## config.mk

```make
export PLATFORM = sky130hd
export DESIGN_NAME = radar_detection_to_cartesian
export DESIGN_NICKNAME = d
export VERILOG_FILES = /design/src/design/rdc_pkg.sv /design/src/design/radar_detection_to_cartesian.sv /design/src/design/rdc_cordic.sv
export VERILOG_INCLUDE_DIRS = /design/src /design/src/design
export SDC_FILE = /design/constraint.sdc
export NUM_CORES = 2
export LEC_CHECK = 0
export ABC_CLOCK_PERIOD_IN_PS = 13300
export BUFFER_PORTS_ARGS = -buffer_cell sky130_fd_sc_hd__clkbuf_2
export CORE_MARGIN = 10
export CORE_UTILIZATION = 36
export CTS_BUF_LIST = sky130_fd_sc_hd__clkbuf_2 sky130_fd_sc_hd__clkbuf_4 sky130_fd_sc_hd__clkbuf_8
export DETAILED_ROUTE_END_ITERATION = 7
export GPL_TIMING_DRIVEN = 0
export PLACE_DENSITY = 0.59
export SYNTH_ARGS = -nofsm -noshare
export SYNTH_HDL_FRONTEND = slang
export SYNTH_HIERARCHICAL = 1
export SYNTH_SLANG_ARGS = --single-unit
```

## constraint.sdc

```tcl
create_clock -name clk -period 13.3 [get_ports clk]
set_clock_uncertainty 0.2 [all_clocks]
set_input_delay 2.66 -clock clk [delete_from_list [all_inputs] [get_ports clk]]
set_output_delay 2.66 -clock clk [all_outputs]
set_load 0.03 [all_outputs]
```

## src/design/radar_detection_to_cartesian_macros.svh

```systemverilog
// assertion macros shared by the radar detection to cartesian rtl
// expects clk and rst_n in the scope of each use
`ifndef RADAR_DETECTION_TO_CARTESIAN_MACROS_SVH
`define RADAR_DETECTION_TO_CARTESIAN_MACROS_SVH

// same-cycle implication, disabled while in reset
`define RDC_ASSERT_NOW(lbl, ante, cons, msg) \
  lbl: assert property (@(posedge clk) disable iff (!rst_n) (ante) |-> (cons)) \
    else $error(msg);

// next-cycle implication, disabled while in reset
`define RDC_ASSERT_NEXT(lbl, ante, cons, msg) \
  lbl: assert property (@(posedge clk) disable iff (!rst_n) (ante) |=> (cons)) \
    else $error(msg);

`endif

```

## src/design/rdc_pkg.sv

```systemverilog
// shared types, constants and helper functions for the detection converter
// no dependencies
`default_nettype none

package rdc_pkg;

  // field and register widths
  localparam int unsigned RANGE_W = 16;
  localparam int unsigned ANGLE_W = 16;
  localparam int unsigned FIELD_W = 16;
  localparam int unsigned FLAG_W  = 8;
  localparam int unsigned POS_W   = 17;
  localparam int unsigned IDX_W   = 8;
  localparam int unsigned CNT_W   = 9;
  localparam int unsigned LIM_W   = 13;
  localparam int unsigned IN_DATA_W  = 96;
  localparam int unsigned IN_USER_W  = 9;
  localparam int unsigned OUT_DATA_W = 112;
  localparam int unsigned CFG_IDX_W  = 2;
  localparam int unsigned CFG_DATA_W = 16;

  // register indexes
  localparam logic [CFG_IDX_W-1:0] REG_SNR_THRESHOLD = 2'd0;
  localparam logic [CFG_IDX_W-1:0] REG_MAX_POINTS    = 2'd1;

  // register reset values
  localparam logic signed [FIELD_W-1:0] SNR_THR_RESET  = 16'sd1280;
  localparam logic [CNT_W-1:0]          MAX_PTS_RESET  = 9'd256;

  // cordic arithmetic
  localparam int unsigned CORDIC_W     = 32;
  localparam int unsigned CORDIC_STEPS = 16;
  localparam int unsigned STEP_W       = 4;
  localparam int unsigned PROD_W       = 65;
  localparam int unsigned OPA_W        = 33;
  localparam int unsigned RND_W        = 20;

  typedef logic signed [CORDIC_W-1:0] cordic_word_t;

  localparam cordic_word_t CORDIC_ONE = 32'sd652032874;
  localparam logic [STEP_W-1:0] CORDIC_LAST = 4'(CORDIC_STEPS - 1);

  // quarter turn in binary angle units
  localparam logic signed [ANGLE_W-1:0] QUARTER_POS = 16'sd16384;
  localparam logic signed [ANGLE_W-1:0] QUARTER_NEG = -16'sd16384;

  // saturation bounds of a position
  localparam logic signed [RND_W-1:0] POS_MAX = 20'sd65535;
  localparam logic signed [RND_W-1:0] POS_MIN = -20'sd65535;

  // rounding offsets, half up
  localparam logic signed [PROD_W-1:0] RND_HALF_30 = 65'sd1 <<< 29;
  localparam logic signed [PROD_W-1:0] RND_HALF_45 = 65'sd1 <<< 44;

  // request to the rotation unit
  typedef struct packed {
    logic                      start;
    logic signed [ANGLE_W-1:0] angle;
  } cordic_req_t;

  // sequencer states
  typedef enum logic [2:0] {
    ST_IDLE,
    ST_ROT_AZ,
    ST_ROT_EL,
    ST_MUL_Z,
    ST_MUL_P,
    ST_MUL_X,
    ST_MUL_Y,
    ST_DONE
  } rdc_state_t;

  // arctangent of 2^-i in units of pi/2^31
  function automatic cordic_word_t cordic_atan(input logic [STEP_W-1:0] i);
    cordic_word_t a;
    case (i)
      4'd0:    a = 32'sd536870912;
      4'd1:    a = 32'sd316933406;
      4'd2:    a = 32'sd167458907;
      4'd3:    a = 32'sd85004756;
      4'd4:    a = 32'sd42667331;
      4'd5:    a = 32'sd21354465;
      4'd6:    a = 32'sd10679838;
      4'd7:    a = 32'sd5340245;
      4'd8:    a = 32'sd2670163;
      4'd9:    a = 32'sd1335087;
      4'd10:   a = 32'sd667544;
      4'd11:   a = 32'sd333772;
      4'd12:   a = 32'sd166886;
      4'd13:   a = 32'sd83443;
      4'd14:   a = 32'sd41722;
      4'd15:   a = 32'sd20861;
      default: a = '0;
    endcase
    return a;
  endfunction

  // round a Q30 product to an integer, half up
  function automatic logic signed [RND_W-1:0] round_q30(input logic signed [PROD_W-1:0] p);
    logic signed [PROD_W-1:0] s;
    s = p + RND_HALF_30;
    return s[30 +: RND_W];
  endfunction

  // round a Q45 product to an integer, half up
  function automatic logic signed [RND_W-1:0] round_q45(input logic signed [PROD_W-1:0] p);
    logic signed [PROD_W-1:0] s;
    s = p + RND_HALF_45;
    return s[45 +: RND_W];
  endfunction

  // clamp to the symmetric position range
  function automatic logic [POS_W-1:0] sat_pos(input logic signed [RND_W-1:0] v);
    logic signed [RND_W-1:0] c;
    if (v > POS_MAX) begin
      c = POS_MAX;
    end else if (v < POS_MIN) begin
      c = POS_MIN;
    end else begin
      c = v;
    end
    return c[POS_W-1:0];
  endfunction

endpackage

`default_nettype wire

```

## src/design/radar_detection_to_cartesian.sv

```systemverilog
// top level: detection filter, point counter and cartesian conversion
// depends on rdc_pkg, rdc_cordic and the shared assertion macros
//
//  channel  | dir | contents
//  ---------+-----+------------------------------------------------------
//  in_*     | in  | one detection per transfer (spherical, speed, rcs, snr)
//  out_*    | out | one cartesian point per kept detection
//  cfg_*    | in  | register writes: snr threshold, point limit
//
// a kept detection runs from the input transfer to the output register through
// 2 x 16 cordic rotations on the shared rotation unit, each followed by a
// hand-over, 4 passes through the one shared multiplier and a final load;
// in_tready returns only after that load, so a new detection is not taken before then.
// a dropped detection leaves the sequencer idle. in_tready is high only while the sequencer is idle.
// the output register holds a finished point while the next detection is
// taken; the load waits only if that register is still full.
// reset is synchronous: counter cleared, threshold 5 dB, point limit 256.
`default_nettype none
`include "radar_detection_to_cartesian_macros.svh"

module radar_detection_to_cartesian #(
  parameter int unsigned MAX_POINTS = 256
) (
  input  wire logic                                clk,
  input  wire logic                                rst_n,
  // range_dist, azimuth, elevation, radial_speed, cross_section, snr_level
  input  wire logic [rdc_pkg::IN_DATA_W-1:0]       in_tdata,
  // ambiguity_flag, new_set
  input  wire logic [rdc_pkg::IN_USER_W-1:0]       in_tuser,
  input  wire logic                                in_tvalid,
  output logic                                     in_tready,
  // pos_x, pos_y, pos_z, speed_out, cross_section_out, snr_out, point_index, pad
  output logic [rdc_pkg::OUT_DATA_W-1:0]           out_tdata,
  output logic                                     out_tvalid,
  input  wire logic                                out_tready,
  input  wire logic                                cfg_wr_en,
  input  wire logic [rdc_pkg::CFG_IDX_W-1:0]       cfg_index,
  input  wire logic [rdc_pkg::CFG_DATA_W-1:0]      cfg_wdata
);
  import rdc_pkg::*;

  localparam logic [LIM_W-1:0] MAX_PTS_L = LIM_W'(MAX_POINTS);

  // input field views
  logic [RANGE_W-1:0]         in_range;
  logic signed [ANGLE_W-1:0]  in_az, in_el;
  logic signed [FIELD_W-1:0]  in_spd, in_cs, in_snr;
  logic [FLAG_W-1:0]          in_flag;
  logic                       in_new_set;

  // control
  rdc_state_t                 state_r, state_nxt;
  logic [CNT_W-1:0]           cnt_r, cnt_nxt;
  logic [CNT_W-1:0]           cnt_eff;
  logic                       accept, keep;
  logic signed [FIELD_W-1:0]  snr_thr_r, snr_thr_nxt;
  logic [CNT_W-1:0]           max_pts_r, max_pts_nxt;
  logic                       out_valid_r, out_valid_nxt;
  logic                       out_load;

  // payload
  logic [RANGE_W-1:0]         r_r;
  logic signed [ANGLE_W-1:0]  el_r;
  logic signed [FIELD_W-1:0]  spd_r, cs_r, snr_r;
  logic [IDX_W-1:0]           idx_r;
  cordic_word_t               caz_r, saz_r, cel_r, sel_r;
  logic signed [OPA_W-1:0]    p_r, p_nxt;
  logic [POS_W-1:0]           pos_x_r, pos_x_nxt, pos_z_r, pos_z_nxt;
  logic signed [PROD_W-1:0]   prod_r;
  logic [OUT_DATA_W-1:0]      out_data_r, out_data_nxt;

  // shared multiplier
  logic signed [OPA_W-1:0]    mul_a;
  cordic_word_t               mul_b;
  logic                       mul_en;

  // rotation unit
  cordic_req_t                rot_req;
  logic                       rot_done;
  cordic_word_t               rot_cos, rot_sin;

  assign in_range   = in_tdata[15:0];
  assign in_az      = in_tdata[31:16];
  assign in_el      = in_tdata[47:32];
  assign in_spd     = in_tdata[63:48];
  assign in_cs      = in_tdata[79:64];
  assign in_snr     = in_tdata[95:80];
  assign in_flag    = in_tuser[7:0];
  assign in_new_set = in_tuser[8];

  // filter: flag, snr threshold and point limit after an optional set restart
  assign in_tready = (state_r == ST_IDLE);
  assign accept    = in_tvalid && in_tready;
  assign cnt_eff   = in_new_set ? '0 : cnt_r;
  assign keep      = (in_flag == '0) && (in_snr >= snr_thr_r)
                     && (cnt_eff < max_pts_r)
                     && ({{(LIM_W-CNT_W){1'b0}}, cnt_eff} < MAX_PTS_L);

  rdc_cordic u_cordic (
    .clk    (clk),
    .rst_n  (rst_n),
    .req    (rot_req),
    .done_o (rot_done),
    .cos_o  (rot_cos),
    .sin_o  (rot_sin)
  );

  // sequencer
  always_comb begin
    state_nxt     = state_r;
    cnt_nxt       = cnt_r;
    rot_req.start = 1'b0;
    rot_req.angle = in_az;
    mul_a         = {{(OPA_W-RANGE_W){1'b0}}, r_r};
    mul_b         = sel_r;
    mul_en        = 1'b0;
    p_nxt         = p_r;
    pos_x_nxt     = pos_x_r;
    pos_z_nxt     = pos_z_r;
    out_load      = 1'b0;
    out_data_nxt  = out_data_r;

    case (state_r)
      ST_IDLE: begin
        if (accept) begin
          cnt_nxt = cnt_eff;
          if (keep) begin
            cnt_nxt       = cnt_eff + 9'd1;
            rot_req.start = 1'b1;
            state_nxt     = ST_ROT_AZ;
          end
        end
      end
      ST_ROT_AZ: begin
        rot_req.angle = el_r;
        if (rot_done) begin
          rot_req.start = 1'b1;
          state_nxt     = ST_ROT_EL;
        end
      end
      ST_ROT_EL: begin
        if (rot_done) begin
          state_nxt = ST_MUL_Z;
        end
      end
      ST_MUL_Z: begin
        // r * sin(el)
        mul_en    = 1'b1;
        state_nxt = ST_MUL_P;
      end
      ST_MUL_P: begin
        // r * cos(el), z from the previous product
        mul_b     = cel_r;
        mul_en    = 1'b1;
        pos_z_nxt = sat_pos(round_q30(prod_r));
        state_nxt = ST_MUL_X;
      end
      ST_MUL_X: begin
        // ground range times cos(az)
        mul_a     = prod_r[15 +: OPA_W];
        mul_b     = caz_r;
        mul_en    = 1'b1;
        p_nxt     = prod_r[15 +: OPA_W];
        state_nxt = ST_MUL_Y;
      end
      ST_MUL_Y: begin
        // ground range times sin(az), x from the previous product
        mul_a     = p_r;
        mul_b     = saz_r;
        mul_en    = 1'b1;
        pos_x_nxt = sat_pos(round_q45(prod_r));
        state_nxt = ST_DONE;
      end
      ST_DONE: begin
        if (!out_valid_r || out_tready) begin
          out_load     = 1'b1;
          out_data_nxt = {5'b00000, idx_r, snr_r, cs_r, spd_r,
                          pos_z_r, sat_pos(round_q45(prod_r)), pos_x_r};
          state_nxt    = ST_IDLE;
        end
      end
      default: begin
        state_nxt = ST_IDLE;
      end
    endcase
  end

  // output register valid
  always_comb begin
    out_valid_nxt = out_valid_r;
    if (out_load) begin
      out_valid_nxt = 1'b1;
    end else if (out_tready) begin
      out_valid_nxt = 1'b0;
    end
  end

  // configuration writes, unknown indexes ignored
  always_comb begin
    snr_thr_nxt = snr_thr_r;
    max_pts_nxt = max_pts_r;
    if (cfg_wr_en) begin
      case (cfg_index)
        REG_SNR_THRESHOLD: snr_thr_nxt = cfg_wdata;
        REG_MAX_POINTS:    max_pts_nxt = cfg_wdata[CNT_W-1:0];
        default: ;
      endcase
    end
  end

  // control registers
  always_ff @(posedge clk) begin
    if (!rst_n) begin
      state_r     <= ST_IDLE;
      cnt_r       <= '0;
      snr_thr_r   <= SNR_THR_RESET;
      max_pts_r   <= MAX_PTS_RESET;
      out_valid_r <= 1'b0;
    end else begin
      state_r     <= state_nxt;
      cnt_r       <= cnt_nxt;
      snr_thr_r   <= snr_thr_nxt;
      max_pts_r   <= max_pts_nxt;
      out_valid_r <= out_valid_nxt;
    end
  end

  // detection capture on transfer
  always_ff @(posedge clk) begin
    if (accept) begin
      r_r   <= in_range;
      el_r  <= in_el;
      spd_r <= in_spd;
      cs_r  <= in_cs;
      snr_r <= in_snr;
      idx_r <= cnt_eff[IDX_W-1:0];
    end
  end

  // rotation results
  always_ff @(posedge clk) begin
    if (rot_done && (state_r == ST_ROT_AZ)) begin
      caz_r <= rot_cos;
      saz_r <= rot_sin;
    end
    if (rot_done && (state_r == ST_ROT_EL)) begin
      cel_r <= rot_cos;
      sel_r <= rot_sin;
    end
  end

  // product register and intermediate results
  always_ff @(posedge clk) begin
    if (mul_en) begin
      prod_r <= PROD_W'(mul_a) * PROD_W'(mul_b);
    end
    p_r        <= p_nxt;
    pos_x_r    <= pos_x_nxt;
    pos_z_r    <= pos_z_nxt;
    out_data_r <= out_data_nxt;
  end

  assign out_tdata  = out_data_r;
  assign out_tvalid = out_valid_r;

  `RDC_ASSERT_NOW(a_rot_done_state, rot_done,
    (state_r == ST_ROT_AZ) || (state_r == ST_ROT_EL), "rotation result outside a rotation")
  `RDC_ASSERT_NOW(a_cnt_bound, 1'b1,
    {{(LIM_W-CNT_W){1'b0}}, cnt_r} <= MAX_PTS_L, "point count above the build limit")
  `RDC_ASSERT_NEXT(a_done_loads, (state_r == ST_DONE) && (state_nxt == ST_IDLE),
    out_valid_r, "finished point not presented")

endmodule

`default_nettype wire

```

## src/design/rdc_cordic.sv

```systemverilog
// iterative cordic rotation giving cos and sin of a binary angle in Q30
// depends on rdc_pkg and the shared assertion macros
`default_nettype none
`include "radar_detection_to_cartesian_macros.svh"

module rdc_cordic (
  input  wire logic                 clk,
  input  wire logic                 rst_n,
  input  wire rdc_pkg::cordic_req_t req,
  output logic                      done_o,
  output rdc_pkg::cordic_word_t     cos_o,
  output rdc_pkg::cordic_word_t     sin_o
);
  import rdc_pkg::*;

  logic                busy_r, busy_nxt;
  logic                done_r, done_nxt;
  logic [STEP_W-1:0]   step_r, step_nxt;
  logic                neg_r, neg_nxt;
  cordic_word_t        x_r, x_nxt;
  cordic_word_t        y_r, y_nxt;
  cordic_word_t        z_r, z_nxt;

  logic                fold;
  logic [ANGLE_W-1:0]  ang_f;
  cordic_word_t        x_sh, y_sh, atan_v;

  // one micro-rotation per cycle, quadrant fold on start
  always_comb begin
    busy_nxt = busy_r;
    done_nxt = 1'b0;
    step_nxt = step_r;
    neg_nxt  = neg_r;
    x_nxt    = x_r;
    y_nxt    = y_r;
    z_nxt    = z_r;

    fold   = (req.angle > QUARTER_POS) || (req.angle < QUARTER_NEG);
    // adding or removing a half turn flips the top bit
    ang_f  = fold ? {~req.angle[ANGLE_W-1], req.angle[ANGLE_W-2:0]} : req.angle;
    x_sh   = x_r >>> step_r;
    y_sh   = y_r >>> step_r;
    atan_v = cordic_atan(step_r);

    if (req.start) begin
      x_nxt    = CORDIC_ONE;
      y_nxt    = '0;
      z_nxt    = {ang_f, 16'h0000};
      neg_nxt  = fold;
      step_nxt = '0;
      busy_nxt = 1'b1;
    end else if (busy_r) begin
      if (!z_r[CORDIC_W-1]) begin
        x_nxt = x_r - y_sh;
        y_nxt = y_r + x_sh;
        z_nxt = z_r - atan_v;
      end else begin
        x_nxt = x_r + y_sh;
        y_nxt = y_r - x_sh;
        z_nxt = z_r + atan_v;
      end
      step_nxt = step_r + 4'd1;
      if (step_r == CORDIC_LAST) begin
        busy_nxt = 1'b0;
        done_nxt = 1'b1;
      end
    end
  end

  // control state
  always_ff @(posedge clk) begin
    if (!rst_n) begin
      busy_r <= 1'b0;
      done_r <= 1'b0;
      step_r <= '0;
    end else begin
      busy_r <= busy_nxt;
      done_r <= done_nxt;
      step_r <= step_nxt;
    end
  end

  // datapath
  always_ff @(posedge clk) begin
    x_r   <= x_nxt;
    y_r   <= y_nxt;
    z_r   <= z_nxt;
    neg_r <= neg_nxt;
  end

  // results, negated when the angle was folded
  assign done_o = done_r;
  assign cos_o  = neg_r ? -x_r : x_r;
  assign sin_o  = neg_r ? -y_r : y_r;

  `RDC_ASSERT_NOW(a_start_idle, req.start, !busy_r, "rotation started while busy")
  `RDC_ASSERT_NEXT(a_done_pulse, done_r, !done_r, "done held longer than one cycle")
  `RDC_ASSERT_NOW(a_step_rest, !busy_r, step_r == '0, "step counter not at rest")

endmodule

`default_nettype wire
```

# Word level (Yosys, flattened, before mapping)
# Memories as Yosys holds them, arrays and structs flattened. A register that Yosys moved wholly into a read port is not among the register bits.
# Cells that the tools add are included.
# word_totals
n_memories	1
reg_bits	596
output_inout_bits	114
romBits	480
# op_classes
add_sub_neg	12
n_bitwise	3
n_mux	37
n_eq_ne	14
mul	1
n_shift	2
n_reduce_logical	23
magnitude_cmp	9
# memory_table
memory	depth	word_bits	read_ports	rd_clocked_by_memory_dff	wr	line	text
(no name shown)	16	30	1	1	0	rdc_pkg.sv:76	case (i)
# ops
operator	n
32-bit 2-to-1 mux	7
32-bit adder	3
32-bit case mux with 3 select lines	1
32-bit subtractor	3
33-bit case mux with 2 select lines	1
65-bit by 46-bit adder with 65-bit output (second input constant)	1
33-bit by 32-bit multiplier with 65-bit output	1
32-bit negator	2
32-bit by 4-bit >>> shifter with 32-bit output	2
17-bit 2-to-1 mux	3
50-bit by 31-bit adder with 50-bit output (second input constant)	1
20-bit by 17-bit > comparator with 1-bit output (second input constant)	2
20-bit by 17-bit < comparator with 1-bit output (second input constant)	2
16-bit 2-to-1 mux	2
3-bit case mux with 8 select lines	1
9-bit 2-to-1 mux	2
16-bit greater-or-equal comparator	1
16-bit > comparator (second input constant)	1
16-bit by 15-bit < comparator with 1-bit output (second input constant)	1
3-bit 2-to-1 mux	5
3-bit equality test (second input constant)	4
1-bit 2-to-1 mux	12
9-bit by 1-bit adder with 9-bit output (second input constant)	1
9-bit < comparator	1
23 further kinds	41

# Depth between registers and ports, before layout
# logic_depth
word_depth	9
ltp_mapped	37

# Cells and area by module
# Netlist, hierarchy kept.
# modules_own_cells
module	n_inst	seq_area_each_um2	area_each_um2	cells_per_inst
radar_detection_to_cartesian	1	13973.4	55398.1	5376
rdc_cordic	1	2832.7	16233.1	2043

# Least setup slack after synthesis
# OpenSTA, ideal clock, no wires.
# synth_path
path_type	flip-flop to flip-flop
start	reg state_r[0]
end	reg prod_r[60] (data pin)
path_buffers	5
setup_slack_ps	2605
arrival_ps	10236
path_stages_with_launch	33
cell_sequence	dfxtp_1 > buf_4 > clkbuf_1 > inv_1 > clkbuf_1 > nor2_1 > clkbuf_1 > a22oi_1 > nor2_1 > fa_1 > inv_1 > fa_1 > fa_1 > inv_1 > fa_1 > inv_1 > fa_1 > inv_1 > fa_1 > inv_1 > fa_1 > fa_1 > inv_1 > ha_1 > clkbuf_1 > a21o_1 > or4_1 > o22a_1 > o21a_1 > a31oi_1 > o21ai_1 > a21oi_1 > xnor2_1
# synth_between
elab_chain_len	3
elab_cells_between_ends	6
classes_between	mul: 1; eq/ne: 3; mux: 2
# synth_rtl
item	line	text
start, declared	radar_detection_to_cartesian.sv:52	rdc_state_t state_r, state_nxt;
start signal, assigned	radar_detection_to_cartesian.sv:220	state_r <= state_nxt;
3-bit equality test	radar_detection_to_cartesian.sv:123	case (state_r)
32-bit case mux with 3 select lines or 33-bit case mux with 2 select lines (tied branches)	radar_detection_to_cartesian.sv:123	
33-bit by 32-bit multiplier with 65-bit output (*)	radar_detection_to_cartesian.sv:255	prod_r <= PROD_W'(mul_a) * PROD_W'(mul_b);
end signal, assigned	radar_detection_to_cartesian.sv:255	
end, declared	radar_detection_to_cartesian.sv:69	logic signed [PROD_W-1:0] prod_r;
# Every way passes the cells marked *; elsewhere a longest branch is shown, timed or not.
# A chain may end at the register's enable or synchronous reset.

# Worst setup path after layout
# layout_path
start	reg state_r[0]
end	reg prod_r[64] (data pin)
# Same word-level chain as after synthesis.

==> impl_metrics.ini <==
[setup_path]
critPathKind = flip-flop to flip-flop
critPathSlowestCell = a22oi_1
cp-start-kind = flip-flop
path_buf_inv = 12
max_stage_delay_ns = 0.82
critPathArrivalTime_ns = 13.66
critical-path-top-delay-family = adder cells
crit_top_cell = fa_1
endpoint_kind = flip-flop
required_ns = 13.65
crit_fanout = 26

[outcome]
outcome = finished with violations
violations = max-capacitance violations, max-slew violations, negative setup slack

[route]
route.detailed.drc = 0
first_pass_iters = 6
via_count = 57960
routed_wl_mm = 287.6
viasPerCell = 5.492
ant_nets = 0
drtIter0Drc = 6058
wl_per_cell_um = 27.25

[yosys]
syn-mean-instance-area_um2 = 9.655
synth_seq_cells = 611
yosys.area.top_type_share_pct = 31.13
synth-edff-count = 457
ys.flop_type = edfxtp_1
ys_warn_count = 6
synth_cell_types = 111
ys_top_cells_by_area = fa_1, edfxtp_1, inv_1, ha_1, nor2_1
ys_seq_area_share_pct = 23.46
synth_cells = 7419
async_reset_ff_share_pct = 0
yosys.area.top_type = fa_1
syn_area_um2 = 71630

[final_layout]
layout_commonest_cell = inv_1
fin_area_um2 = 79440
fin_util_pct = 40.20
layout_common_cells = inv_1, fa_1, nor2_1
area_growth_pct = 10.91
drive_gt1_share_pct = 10.27
nets = 9370
layout.cells.non_filler = 10550

[power_and_ir_drop]
p_per_area_nw_per_um2 = 99.62
peakVddDrop_mv = 0.1439
leakage_nw = 34.33

[clock_tree]
worstSkewPairLatency_ns = 0.92
cts_sinks = 611
cts.path.max_buffers = 3
cts_buffers = 109
cts_root_buffer = clkbuf_8
hold_buffers = 0
clk_pin_slew_worst_paths_ns = 0.06
h-tree-depth = 3
postCtsSetupRepairBufs = 0
cts_tree = yes

[sta]
tightestPinTransition_ns = 1.609
hold_viol = 0
period_needed_ns = 13.31
relSlewSlack_pct = -7.264
max_freq_mhz = 75.13
finalCritPeriodShare_pct = 100.1
timing.final.ws_setup_ns = -0.01091
grt_setup_unrepaired = no
maxSlewViolCount = 37
finalSetupViolCount = 1
fin_worst_hold_slack_ns = 0.1862

[placed_design]
place_congestion = 1.039
portBuffers = 236
postPlaceCellArea_um2 = 76980
place_inst = 10340
place_hpwl_mm = 233.7

[global_route]
track_usage_pct = 26.20
grt_pass1_vias = 59570
antenna_found_initial = 23
grt_max_degree = 66
grt_pass1_wl_mm = 415.3
overflow = 0

[run]
maxCapViolCount = 4

[die]
placementRows = 163
die-area_um2 = 217200
die_w_um = 466.1
core_area_um2 = 197600
die_y_um = 466.1
ios = 242
initial_core_util_pct = 36.25

[hold_path]
hold_path_class = flip-flop to flip-flop
metrics by stage:
step | power, mW | TNS [ns] | worst slack [ns]
floorplan | 4.598 | 0 | 2.605
finish | 7.914 | -0.01091 | -0.01091
CTS | 7.886 | 0 | 0.04654
detailed placement | 5.892 | -18.14 | -1.065
global route | 8.347 | 0 | 0.007375
global placement | 5.866 | -99.20 | -3.855
flip-flops by register name (all words and copies together), names as in the netlist, 30 cells and up:
signal           cells
u_cordic/z_r        32
sel_r               32
u_cordic/atan_v     30
caz_r               32
p_r                 33
cel_r               32
u_cordic/y_r        32
out_tdata          107
prod_r              50
saz_r               32
u_cordic/x_r        32
final timing paths:
check                           slack [ns]       start              to  depth (start not counted)
worst max register to register       -0.01  state_r[0]      prod_r[64]                         33
worst max-delay path                 -0.01  state_r[0]      prod_r[64]                         33
worst min register to register        0.19    idx_r[3]  out_tdata[102]                          0
worst min-delay path                  0.19    idx_r[3]  out_tdata[102]                          0
layout make-up:
type	count	area, um2
fill	19710	118200
multi-input combinational	5231	49010
sequential	611	16810
inverter	1170	4392
tap	2640	3303
clock buffer	149	1863
timing repair buffer	280	1799
buffer	403	1728
clock inverter	53	499.2
antenna	17	42.54
report_power, final:
part	total [mW]	internal (mW)	switching, mW	leakage, nW
registers	2.21	2.17	0.0389	5.46
logic	3.77	1.29	2.47	27.6
clock network	1.93	1.04	0.891	1.25
total	7.91	4.51	3.40	34.3
cells in the mapped netlist, drive strengths merged, types with 81 or more instances:
| library cell | count |
|---|---|
| inv | 1165 |
| fa | 1114 |
| nor2 | 839 |
| nand2 | 814 |
| edfxtp | 457 |
| clkbuf | 330 |
| ha | 322 |
| o21ai | 285 |
| a21oi | 255 |
| xnor2 | 210 |
| dfxtp | 154 |
| xor2 | 117 |
| mux2i | 104 |
| mux2 | 86 |
| nor3 | 86 |
| nand3 | 82 |
| buf | 81 |
layer usage:
metal | track usage (%) | wire length (um) | vias up
met2 | 41.00 | 129000 | 3040
met5 | 0 | 90 | -
met4 | 15.12 | 19270 | 10
met1 | 33.27 | 112000 | 29400
met3 | 5.947 | 27150 | 664
li1 | - | - | 24850
worst reg2reg max path, delay by kind of cell, from the launching register on:
kind	cells	cell delay (ns)
AOI/OAI and AO/OA	4	1.97
xor gates and xnor gates	1	0.10
adders and majority gates	9	4.44
buffers and inverters	12	3.58
DFF	1	0.30
and+or+nand+nor	7	2.37
cells by family after synthesis:
group           Yosys count  synth area share [%]
other cells               1              0.005235
mux                     243                 4.505
flops                   611                 23.46
fa+ha+maj              1436                 36.76
simple gates           2182                 13.29
buf+inv                1581                 8.542
compound gates         1038                 9.427
xor+xnor                327                 4.009
repair_timing:
item,in CTS,in global routing
gates cloned,0,0
gates resized for setup,12,23
setup endpoints to repair,27,9
No activity file was read; power rests on OpenSTA's default activity.
